File: src/design/pivot_value_partition_unit_macros.svh
// Assertion helpers for the pivot value partition unit.
`ifndef PIVOT_VALUE_PARTITION_UNIT_MACROS_SVH
`define PIVOT_VALUE_PARTITION_UNIT_MACROS_SVH

`ifndef SYNTHESIS

// Property must hold on every rising clock edge outside reset.
`define PVP_ASSERT(lbl, clk, rst, prop) \
  lbl: assert property (@(posedge clk) disable iff (rst) (prop)) \
    else $error("pvp assertion failed");

// Expression must never be true outside reset.
`define PVP_ASSERT_NEVER(lbl, clk, rst, expr) \
  lbl: assert property (@(posedge clk) disable iff (rst) !(expr)) \
    else $error("pvp forbidden condition seen");

`else

`define PVP_ASSERT(lbl, clk, rst, prop)
`define PVP_ASSERT_NEVER(lbl, clk, rst, expr)

`endif

`endif

File: src/design/pvp_pkg.sv
package pvp_pkg;

  localparam int MAX_ELEMS   = 64;
  localparam int ELEM_W      = 32;
  localparam int SPLIT_W     = 7;
  localparam int CNT_W       = SPLIT_W;
  localparam int ADDR_W      = (MAX_ELEMS > 1) ? $clog2(MAX_ELEMS) : 1;
  localparam int OUT_TDATA_W = ((ELEM_W + SPLIT_W + 7) / 8) * 8;
  localparam int OUT_PAD_W   = OUT_TDATA_W - ELEM_W - SPLIT_W;

  // Commands from the controller to the datapath.
  typedef struct packed {
    logic load;             // store an accepted element if the buffer is not full
    logic idx_clr;
    logic idx_inc;
    logic rd;               // read buffer at idx (port a) and split (port b)
    logic split_from_idx;
    logic split_from_count;
    logic split_inc;
    logic wr_split;         // buffer[split] <= port a data
    logic wr_idx;           // buffer[idx] <= port b data
    logic out_load;
    logic finish;           // clear count and overflow flag
  } pvp_cmd_t;

  // Status from the datapath to the controller.
  typedef struct packed {
    logic idx_at_end;
    logic a_gt;
    logic a_lt;
    logic out_taken;
  } pvp_status_t;

endpackage

File: src/design/pvp_ctrl.sv
module pvp_ctrl import pvp_pkg::*; (
  input  logic        clk,
  input  logic        rst,
  input  logic        in_valid,
  input  logic        in_last,
  output logic        in_ready,
  input  pvp_status_t status,
  output pvp_cmd_t    cmd
);

  typedef enum logic [8:0] {
    ST_IDLE      = 9'b000000001,
    ST_SCAN_RD   = 9'b000000010,
    ST_SCAN_CHK  = 9'b000000100,
    ST_SWAP_RD   = 9'b000001000,
    ST_SWAP_CHK  = 9'b000010000,
    ST_SWAP_WR   = 9'b000100000,
    ST_EMIT_RD   = 9'b001000000,
    ST_EMIT_LD   = 9'b010000000,
    ST_EMIT_WAIT = 9'b100000000
  } pvp_state_t;

  pvp_state_t state;
  pvp_state_t state_next;

  always_ff @(posedge clk) begin
    if (rst) begin
      state <= ST_IDLE;
    end else begin
      state <= state_next;
    end
  end

  always_comb begin
    state_next = state;
    cmd        = '0;
    in_ready   = 1'b0;
    unique case (state)
      ST_IDLE: begin
        in_ready = 1'b1;
        if (in_valid) begin
          cmd.load = 1'b1;
          if (in_last) begin
            cmd.idx_clr = 1'b1;
            state_next  = ST_SCAN_RD;
          end
        end
      end
      ST_SCAN_RD: begin
        if (status.idx_at_end) begin
          cmd.split_from_count = 1'b1;
          cmd.idx_clr          = 1'b1;
          state_next           = ST_EMIT_RD;
        end else begin
          cmd.rd     = 1'b1;
          state_next = ST_SCAN_CHK;
        end
      end
      ST_SCAN_CHK: begin
        cmd.idx_inc = 1'b1;
        if (status.a_gt) begin
          cmd.split_from_idx = 1'b1;
          state_next         = ST_SWAP_RD;
        end else begin
          state_next = ST_SCAN_RD;
        end
      end
      ST_SWAP_RD: begin
        if (status.idx_at_end) begin
          cmd.idx_clr = 1'b1;
          state_next  = ST_EMIT_RD;
        end else begin
          cmd.rd     = 1'b1;
          state_next = ST_SWAP_CHK;
        end
      end
      ST_SWAP_CHK: begin
        if (status.a_lt) begin
          cmd.wr_split = 1'b1;
          state_next   = ST_SWAP_WR;
        end else begin
          cmd.idx_inc = 1'b1;
          state_next  = ST_SWAP_RD;
        end
      end
      ST_SWAP_WR: begin
        cmd.wr_idx    = 1'b1;
        cmd.split_inc = 1'b1;
        cmd.idx_inc   = 1'b1;
        state_next    = ST_SWAP_RD;
      end
      ST_EMIT_RD: begin
        if (status.idx_at_end) begin
          cmd.finish = 1'b1;
          state_next = ST_IDLE;
        end else begin
          cmd.rd     = 1'b1;
          state_next = ST_EMIT_LD;
        end
      end
      ST_EMIT_LD: begin
        cmd.out_load = 1'b1;
        state_next   = ST_EMIT_WAIT;
      end
      ST_EMIT_WAIT: begin
        if (status.out_taken) begin
          cmd.idx_inc = 1'b1;
          state_next  = ST_EMIT_RD;
        end
      end
      default: begin
        state_next = ST_IDLE;
      end
    endcase
  end

endmodule

File: src/design/pvp_datapath.sv
`include "pivot_value_partition_unit_macros.svh"

module pvp_datapath import pvp_pkg::*; (
  input  logic               clk,
  input  logic               rst,
  input  logic [ELEM_W-1:0]  in_value,
  input  logic               cfg_we,
  input  logic [ELEM_W-1:0]  cfg_wdata,
  input  pvp_cmd_t           cmd,
  output pvp_status_t        status,
  output logic               out_valid,
  input  logic               out_ready,
  output logic [ELEM_W-1:0]  out_value,
  output logic               out_last,
  output logic [SPLIT_W-1:0] out_split,
  output logic               out_trunc
);

  logic [ELEM_W-1:0] mem [MAX_ELEMS];
  logic [ELEM_W-1:0] rd_a;
  logic [ELEM_W-1:0] rd_b;
  logic [ELEM_W-1:0] pivot;
  logic [CNT_W-1:0]  count;
  logic              overflow;
  logic [CNT_W-1:0]  idx;
  logic [CNT_W-1:0]  split;

  logic              not_full;
  logic              wr_en;
  logic [ADDR_W-1:0] wr_addr;
  logic [ELEM_W-1:0] wr_data;

  assign not_full = count < CNT_W'(MAX_ELEMS);

  always_comb begin
    wr_en   = 1'b0;
    wr_addr = idx[ADDR_W-1:0];
    wr_data = rd_b;
    priority if (cmd.load) begin
      wr_en   = not_full;
      wr_addr = count[ADDR_W-1:0];
      wr_data = in_value;
    end else if (cmd.wr_split) begin
      wr_en   = 1'b1;
      wr_addr = split[ADDR_W-1:0];
      wr_data = rd_a;
    end else if (cmd.wr_idx) begin
      wr_en   = 1'b1;
      wr_addr = idx[ADDR_W-1:0];
      wr_data = rd_b;
    end else begin
      wr_en   = 1'b0;
    end
  end

  always_ff @(posedge clk) begin
    if (wr_en) begin
      mem[wr_addr] <= wr_data;
    end
  end

  always_ff @(posedge clk) begin
    if (cmd.rd) begin
      rd_a <= mem[idx[ADDR_W-1:0]];
      rd_b <= mem[split[ADDR_W-1:0]];
    end
  end

  always_ff @(posedge clk) begin
    if (rst) begin
      pivot     <= '0;
      count     <= '0;
      overflow  <= 1'b0;
      idx       <= '0;
      split     <= '0;
      out_valid <= 1'b0;
    end else begin
      if (cfg_we) begin
        pivot <= cfg_wdata;
      end
      if (cmd.finish) begin
        count    <= '0;
        overflow <= 1'b0;
      end else if (cmd.load) begin
        if (not_full) begin
          count <= count + CNT_W'(1);
        end else begin
          overflow <= 1'b1;
        end
      end
      if (cmd.idx_clr) begin
        idx <= '0;
      end else if (cmd.idx_inc) begin
        idx <= idx + CNT_W'(1);
      end
      priority if (cmd.split_from_count) begin
        split <= count;
      end else if (cmd.split_from_idx) begin
        split <= idx;
      end else if (cmd.split_inc) begin
        split <= split + CNT_W'(1);
      end else begin
        split <= split;
      end
      if (cmd.out_load) begin
        out_valid <= 1'b1;
      end else if (out_ready) begin
        out_valid <= 1'b0;
      end
    end
  end

  always_ff @(posedge clk) begin
    if (cmd.out_load) begin
      out_value <= rd_a;
      out_last  <= (idx + CNT_W'(1)) == count;
      out_split <= split;
      out_trunc <= overflow;
    end
  end

  assign status.idx_at_end = idx == count;
  assign status.a_gt       = $signed(rd_a) > $signed(pivot);
  assign status.a_lt       = $signed(rd_a) < $signed(pivot);
  assign status.out_taken  = out_valid && out_ready;

  `PVP_ASSERT(a_count_bound, clk, rst, count <= CNT_W'(MAX_ELEMS))
  `PVP_ASSERT(a_overflow_full, clk, rst, !overflow || count == CNT_W'(MAX_ELEMS))
  `PVP_ASSERT(a_split_in_range, clk, rst, !out_valid || out_split <= count)
  `PVP_ASSERT_NEVER(a_load_during_emit, clk, rst, cmd.load && out_valid)

endmodule

File: src/design/pivot_value_partition_unit.sv
// Pivot value partition unit. Signed 32-bit elements stream in on the s_ side
// and are stored in a 64-entry buffer, one element per cycle; elements beyond
// the buffer capacity are dropped and the run is flagged as truncated. The
// transfer with s_tlast set ends the array: the unit stops taking input,
// finds the first element strictly greater than the pivot register (the
// split), then walks the rest of the buffer and swaps every element strictly
// less than the pivot into the split position, advancing the split. The
// reordered array is then sent on the m_ side, one transfer per element in
// array order, with m_tlast on the final one; every transfer carries the same
// split index and truncated flag. With no element above the pivot the split
// equals the element count and nothing moves. The scan reads and checks each
// element up to the split, the swap pass each element after it, writing both
// buffer positions for one that moves; the output pass reads each element into
// the output register and waits until it is taken before reading the next. A
// pass stops at the latest when its index reaches the element count. The
// buffer has registered read data and allows one write and two reads per
// cycle. The pivot register is written through the cfg_ port, which is always
// ready; write it only while no array is being loaded or emitted.
module pivot_value_partition_unit import pvp_pkg::*; (
  input  logic                   clk,
  input  logic                   rst,
  // Element input stream.
  input  logic                   s_tvalid,
  output logic                   s_tready,
  input  logic [ELEM_W-1:0]      s_tdata,   // [31:0] elem_value
  input  logic                   s_tlast,   // elem_last
  // Partitioned output stream.
  output logic                   m_tvalid,
  input  logic                   m_tready,
  output logic [OUT_TDATA_W-1:0] m_tdata,   // [31:0] out_value, [38:32] split_index,
                                            // [39] zero
  output logic                   m_tlast,   // out_last
  output logic [0:0]             m_tuser,   // [0] truncated
  // Pivot register write.
  input  logic                   cfg_valid,
  output logic                   cfg_ready,
  input  logic [ELEM_W-1:0]      cfg_data   // pivot_value
);

  pvp_cmd_t           cmd;
  pvp_status_t        status;
  logic               in_ready;
  logic [ELEM_W-1:0]  out_value;
  logic [SPLIT_W-1:0] out_split;
  logic               out_trunc;

  // Config writes never stall.
  assign cfg_ready = 1'b1;
  assign s_tready  = in_ready;

  pvp_ctrl u_ctrl (
    .clk      (clk),
    .rst      (rst),
    .in_valid (s_tvalid),
    .in_last  (s_tlast),
    .in_ready (in_ready),
    .status   (status),
    .cmd      (cmd)
  );

  pvp_datapath u_datapath (
    .clk       (clk),
    .rst       (rst),
    .in_value  (s_tdata),
    .cfg_we    (cfg_valid && cfg_ready),
    .cfg_wdata (cfg_data),
    .cmd       (cmd),
    .status    (status),
    .out_valid (m_tvalid),
    .out_ready (m_tready),
    .out_value (out_value),
    .out_last  (m_tlast),
    .out_split (out_split),
    .out_trunc (out_trunc)
  );

  // Pack the result: value in the low word, split index above, zero pad.
  assign m_tdata    = {{OUT_PAD_W{1'b0}}, out_split, out_value};
  assign m_tuser[0] = out_trunc;

endmodule
File: config.mk
export PLATFORM = sky130hd
export DESIGN_NAME = pivot_value_partition_unit
export DESIGN_NICKNAME = d
export VERILOG_FILES = /design/src/design/pvp_pkg.sv /design/src/design/pvp_ctrl.sv /design/src/design/pvp_datapath.sv /design/src/design/pivot_value_partition_unit.sv
export VERILOG_INCLUDE_DIRS = /design/src /design/src/design
export SDC_FILE = /design/constraint.sdc
export NUM_CORES = 2
export LEC_CHECK = 0
export BUFFER_PORTS_ARGS = -buffer_cell sky130_fd_sc_hd__buf_2
export CAP_MARGIN = 25
export CORE_MARGIN = 5
export CORE_UTILIZATION = 63
export CTS_CLUSTER_DIAMETER = 100
export DETAILED_ROUTE_END_ITERATION = 6
export PLACE_DENSITY = 0.8
export REMOVE_ABC_BUFFERS = 1
export SKIP_LAST_GASP = 1
export SYNTH_ARGS = -nofsm -noshare
export SYNTH_HDL_FRONTEND = slang
export SYNTH_SLANG_ARGS = --single-unit
File: constraint.sdc
create_clock -name clk -period 7.7 [get_ports clk]
set_input_delay 0.77 -clock clk [delete_from_list [all_inputs] [get_ports clk]]
set_output_delay 0.77 -clock clk [all_outputs]
set_load 0.005 [all_outputs]
Word-level counts from Yosys, hierarchy flattened
Memory sizes are Yosys's and may differ from the RTL's. A register that Yosys moved wholly into a read port is not among the register bits.
Cells that the tools add are included.
{ "word_totals": {"register_bits": 105, "memories": 1, "latch_bits": 0, "ramBits": 2048, "elab_cells": 86, "rom_bits": 0} }
{ "mem_list": {"columns": ["memory", "depth", "width", "read_ports", "rd_ports_with_merged_regs", "write_ports", "line", "text"], "rows": [
  ["u_datapath.mem", 64, 32, 2, 2, 1, "pvp_datapath.sv:19", "logic [ELEM_W-1:0] mem [MAX_ELEMS];"]
]} }
{ "op_classes": {"n_addsub": 3, "n_mux": 42, "div_mod_pow": 0, "shifts": 0, "n_reduce_logical": 11, "eq_ne": 14, "magnitude_cmp": 3, "n_mul": 0, "bitwise": 1} }
{ "ops": {"columns": ["cell", "count"], "rows": [
  ["$pmux W9 S9", 1],
  ["$mux W32", 2],
  ["$mux W7", 5],
  ["$gt A32 B32 Y1", 1],
  ["$lt A32 B32 Y1", 1],
  ["$mux W9", 3],
  ["$mux W1", 23],
  ["$add A7 B1 Y7 const B", 3],
  ["$mux W6", 3],
  ["$eq A7 B7 Y1", 2],
  ["$eq A9 B1 Y1 const B", 1],
  ["$eq A9 B2 Y1 const B", 1],
  ["$eq A9 B3 Y1 const B", 1],
  ["$eq A9 B4 Y1 const B", 1],
  ["$eq A9 B5 Y1 const B", 1],
  ["$eq A9 B6 Y1 const B", 1],
  ["$eq A9 B7 Y1 const B", 1],
  ["$eq A9 B8 Y1 const B", 1],
  ["$eq A9 B9 Y1 const B", 1],
  ["$mux W8", 1],
  ["$reduce_or A2 Y1", 4],
  ["$lt A7 B7 Y1 const B", 1],
  ["$ne A2 B2 Y1 const B", 3],
  ["$mux W4", 1],
  ["10 further kinds", 11]
]} }

Depth between registers and ports, before layout
{ "depth": {"word_depth": 7, "ltp_mapped": 14} }

Cells and area by module
Synthesis repeated with hierarchy kept, for this count alone.
{ "hier_totals": {"hier_cells": 4987, "hier_area_um2": 101950.3} }
{ "modules_own_cells": {"columns": ["module", "n_inst", "area_each_um2", "cells_each"], "rows": [
  ["pvp_datapath", 1, 101242.1, 4894],
  ["pvp_ctrl", 1, 685.7, 89],
  ["pivot_value_partition_unit", 1, 22.5, 4]
]} }

Worst setup path after synthesis
No wires, ideal clock.
{ "synth_timing": {"kind": "register -> register", "startpoint": "register u_datapath.rd_a[31] (read register of u_datapath.mem)", "endpoint": "memory u_datapath.mem[30][0], enable pin", "arrival_ns": 5.789, "stages_incl_launch_ff": 12, "period_less_slack_ns": 6.291, "setup_ns": 0.502, "setup_slack_ns": 1.409, "path_buffers": 1, "cell_sequence": "edfxtp_1 > ha_1 > nand4_2 > or4_1 > nor2_1 > o31a_2 > nor4_1 > buf_6 > o41ai_2 > a22o_4 > nand3_2 > nor4_1"} }
{ "synth_via": {"elab_chain_len": 7, "elab_cells_between_ends": 9, "classes_between": "order compare: 1; mux: 8"} }
{ "synth_rtl": {"columns": ["item", "line", "text"], "rows": [
  ["start: declaration", "pvp_datapath.sv:20", "logic [ELEM_W-1:0] rd_a;"],
  ["$lt A32 B32 Y1 *", "pvp_datapath.sv:124", "assign status.a_lt = $signed(rd_a) < $signed(pivot);"],
  ["$mux W1 *", "pvp_ctrl.sv:78", "if (status.a_lt) begin"],
  ["$mux W1 *", "pvp_ctrl.sv:38", "unique case (state)"],
  ["$mux W1", "pvp_datapath.sv:43", "end else if (cmd.wr_split) begin"],
  ["$mux W1", "pvp_datapath.sv:39", "priority if (cmd.load) begin"],
  ["$mux W1", "pvp_datapath.sv:57", "if (wr_en) begin"],
  ["$mux W1 (implied by the code)", "pvp_datapath.sv:58", "mem[wr_addr] <= wr_data;"],
  ["end: declaration", "pvp_datapath.sv:19", null]
]} }
Every way passes the cells marked *; elsewhere a longest branch is shown, timed or not.

Worst setup path in the final report
{ "layout_timing": {"startpoint": "register u_datapath.rd_a[25] (read register of u_datapath.mem)", "endpoint": "memory u_datapath.mem[3][11], enable pin"} }
The elaborated chain is that of the path after synthesis.

==> impl_metrics.env <==
export IMPL_hpwl_um=189000
export IMPL_synth_avg_cell_area_um2=22.2
export IMPL_synth_seq_cells=2217
export IMPL_yosysWarnings=0
export IMPL_final_cells=7077
export IMPL_finalCritPeriodShare_pct=82.9
export IMPL_drtIter0Drc=11300
export IMPL_synth_flop_cell="edfxtp_1"
export IMPL_die_area_um2=169000
export IMPL_async_flop_share_pct=0
export IMPL_grt_pass1_wl_um=453000
export IMPL_fin_util_pct=70.6
export IMPL_setup_viol=0
export IMPL_clock_latency_ps=870
export IMPL_cp_max_fo=21
export IMPL_cts_tree="done"
export IMPL_cts_inserted_buffers=216
export IMPL_switchingPower_mw=5.36
export IMPL_clock_power_share_pct=43.4
export IMPL_drv_cap=0
export IMPL_crit_path_cell_trace="ha_1 -> a21oi_1 -> nor2_1 -> a211oi_1 -> o211ai_1 -> nor4_2 -> o31ai_1 -> a31oi_1 -> nand3_1 -> nor2_4 -> buf_4"
export IMPL_wl_per_cell_um=46.0
export IMPL_multi_input_area_um2=34900
export IMPL_clockBufferDepth=3
export IMPL_p_comb_share_pct=3.1
export IMPL_seq_area_frac_synth_pct=64.9
export IMPL_yosysTopAreaCell="edfxtp_1"
export IMPL_vdd_drop_max_uv=260
export IMPL_numPortBuffers=112
export IMPL_worstPathRequired_ps=8250
export IMPL_fin_skew_ps=38.3
export IMPL_finalHoldViolCount=0
export IMPL_design_portCount=115
export IMPL_gp_congestion=0.930
export IMPL_arrival_ps=6930
export IMPL_die_width_um=411
export IMPL_routed_wl_um=325000
export IMPL_cts_hold_buffers=0
export IMPL_grt_usage_pct=39.0
export IMPL_power_leakage_nw=33.6
export IMPL_routed_via_density=8.23
export IMPL_cpPeakStageDelay_ps=1020
export IMPL_fin_area_um2=113000
export IMPL_power_density_nw_per_um2=221
export IMPL_yosys_top_cells_area="edfxtp_1 64%, mux4_2 29%, dfxtp_1 1.3%"
export IMPL_dp_slack_ps=1560
export IMPL_slew_headroom_pct=20.0
export IMPL_ctsHtreeMaxLevel=4
export IMPL_drt_pass1_iterations=7
export IMPL_cts_setup_buffers=0
export IMPL_placed_area_um2=106000
export IMPL_drv_slew=0
export IMPL_hold_class="input pin to register"
export IMPL_p_int_mw=19.7
export IMPL_drc=6
export IMPL_fillers=9050
export IMPL_rsz0062_at_grt="false"
export IMPL_overflow=0
export IMPL_slowest_stage="nor2_4"
export IMPL_syn_to_final_growth_pct=11.5
export IMPL_endpoint_kind="register"
export IMPL_syn_inst=4571
export IMPL_fmax_mhz=157
export IMPL_num_vias=58200
export IMPL_rows=147
export IMPL_violations="design-rule violations"
export IMPL_clock_sinks=2217
export IMPL_ff_latch_area_um2=66000
export IMPL_yosysTopAreaCellShare_pct=63.7
export IMPL_power_frac_seq_pct=53.5
export IMPL_r2r_slack_ps=1320
export IMPL_dp_cells=6647
export IMPL_yosysUniqueCellTypes=64
export IMPL_core_um2=160000
export IMPL_netlist_area_um2=102000
export IMPL_drive_gt1_share_pct=42.4
export IMPL_swShare_pct=21.4
export IMPL_worst_setup_path_start_kind="register"
export IMPL_ant_nets=0
export IMPL_status="finished, violations left"
export IMPL_antenna_found_initial=22
export IMPL_fin_crit_ps=6380
export IMPL_cts_repair_resized=0
export IMPL_grt_start_max_net_pins=130
export IMPL_start_util_pct=63.3
export IMPL_final_nets=4816
export IMPL_tightest_slew_ps=1200
export IMPL_holdWs_ps=162
export IMPL_ctsRootBufferMaster="clkbuf_16"
export IMPL_synth_edff_count=2153
export IMPL_worstSetupPathType="register to register"
export IMPL_fin_ws_ps=1320
export IMPL_setup_tns_ps=0
export IMPL_p_total_mw=25.1
export IMPL_grt_pass1_vias=57300
export IMPL_path_clk_slew_ps=70
export IMPL_die_h_um=411
-- synthesized netlist by cell type (3+ instances only) --
library cell and instances:
xor2_1 7, nand2_1 87, edfxtp_1 2153, a21o_1 3
buf_1 121, xnor2_1 10, ha_1 35, nor3_1 13
nor4_1 11, and2_1 4, a21oi_1 31, nand3_4 4
and3b_1 3, or4_1 5, nand2b_1 4, a221oi_1 4
and3_1 16, dfxtp_1 64, o211ai_1 7, mux2i_1 80
o21ai_0 59, buf_2 15, mux2_2 15, buf_4 5
nand3_1 28, nand4_1 11, inv_1 37, a31o_2 4
mux4_2 1329, a211oi_1 9, o31ai_1 4, nand3_2 3
buf_6 3, clkbuf_1 211, nor2_1 135
-- layout make-up --
type / instances / area share, %
Tap cell: 2160 / 2.39
Multi-Input combinational cell: 1961 / 30.8
Timing Repair Buffer: 277 / 2.02
Clock inverter: 151 / 1.38
Inverter: 38 / 0.133
Clock buffer: 256 / 4.96
Sequential cell: 2217 / 58.3
Antenna cell: 17 / 0.0376
-- flip-flops by register name, indices dropped and copies added (netlist names), 7 cells and up --
name and count:
u_datapath.split 7, u_datapath.rd_b 32, u_datapath.idx 7, u_datapath.pivot 32, u_datapath.out_value 32, u_datapath.count 7
u_datapath.mem 2048, u_datapath.out_split 7, u_ctrl.state 9, u_datapath.rd_a 32
-- placed cells by master, fill, tap and decap left out, types with 11 or more instances in the layout --
| master | synthesis | final |
|---|---|---|
| edfxtp_1 | 2153 | 2153 |
| mux4_2 | 1329 | 1329 |
| clkbuf_16 | 0 | 217 |
| buf_4 | 5 | 128 |
| buf_2 | 15 | 112 |
| nand2_1 | 87 | 87 |
| nor2_1 | 135 | 82 |
| mux2i_1 | 80 | 80 |
| nor2_4 | 0 | 53 |
| clkinv_1 | 1 | 53 |
| dfxtp_1 | 64 | 53 |
| clkinv_2 | 0 | 43 |
| inv_1 | 37 | 36 |
| ha_1 | 35 | 35 |
| clkbuf_1 | 211 | 35 |
| buf_12 | 0 | 34 |
| o21ai_4 | 0 | 32 |
| a21oi_1 | 31 | 31 |
| nand3_1 | 28 | 28 |
| o21ai_0 | 59 | 27 |
| bufinv_16 | 0 | 27 |
| diode_2 | 0 | 17 |
| mux2_2 | 15 | 15 |
| nand4_1 | 11 | 11 |
| dfxtp_4 | 0 | 11 |
-- metal layers --
metal | share of wire (%) | track usage (%) | vias up
met5 | 0.065 | 0.0862 | -
met4 | 6.8 | 20.6 | 22
met3 | 17 | 15.6 | 1109
met2 | 45 | 57.0 | 6171
met1 | 31 | 51.5 | 30400
li1 | - | - | 20600
-- critical path: cells and delay by family (launching register included) --
family	cells	cell delay, ps
AOI/OAI and AO/OA	5	2190
buffers and inverters	1	380
DFF	1	420
adders and majority gates	1	330
and+or+nand+nor	4	2750
-- logic make-up after synthesis --
| kind of cell | count (synthesis) | synth area share, % |
|---|---|---|
| AO/OA/AOI/OAI | 146 | 0.959 |
| XOR/XNOR | 17 | 0.147 |
| adder cells (fa/ha/maj) | 35 | 0.431 |
| buffers and inverters | 393 | 1.51 |
| flip-flops | 2217 | 64.9 |
| multiplexers | 1424 | 30.4 |
| other | 2 | 0.00740 |
| AND/OR/NAND/NOR | 337 | 1.57 |
-- worst paths after layout --
check,startpoint,depth (start not counted),endpoint
setup / recovery,u_datapath.rd_a[25],11,u_datapath.mem[3][11]
hold / removal,cfg_data[12],3,u_datapath.pivot[12]
setup reg to reg,u_datapath.rd_a[25],11,u_datapath.mem[3][11]
hold reg to reg,u_datapath.overflow,0,u_datapath.out_trunc
-- power by group through the flow --
stage | combinational [mW] | sequential, mW | clock [mW]
finish | 0.786 | 13.4 | 10.9
global route | 0.803 | 13.4 | 11.5
CTS | 0.756 | 13.4 | 10.9
detailed placement | 0.747 | 13.7 | 0
global placement | 0.726 | 13.7 | 0
floorplan | 0.377 | 13.7 | 0
No activity file was read; power rests on OpenSTA's default activity.
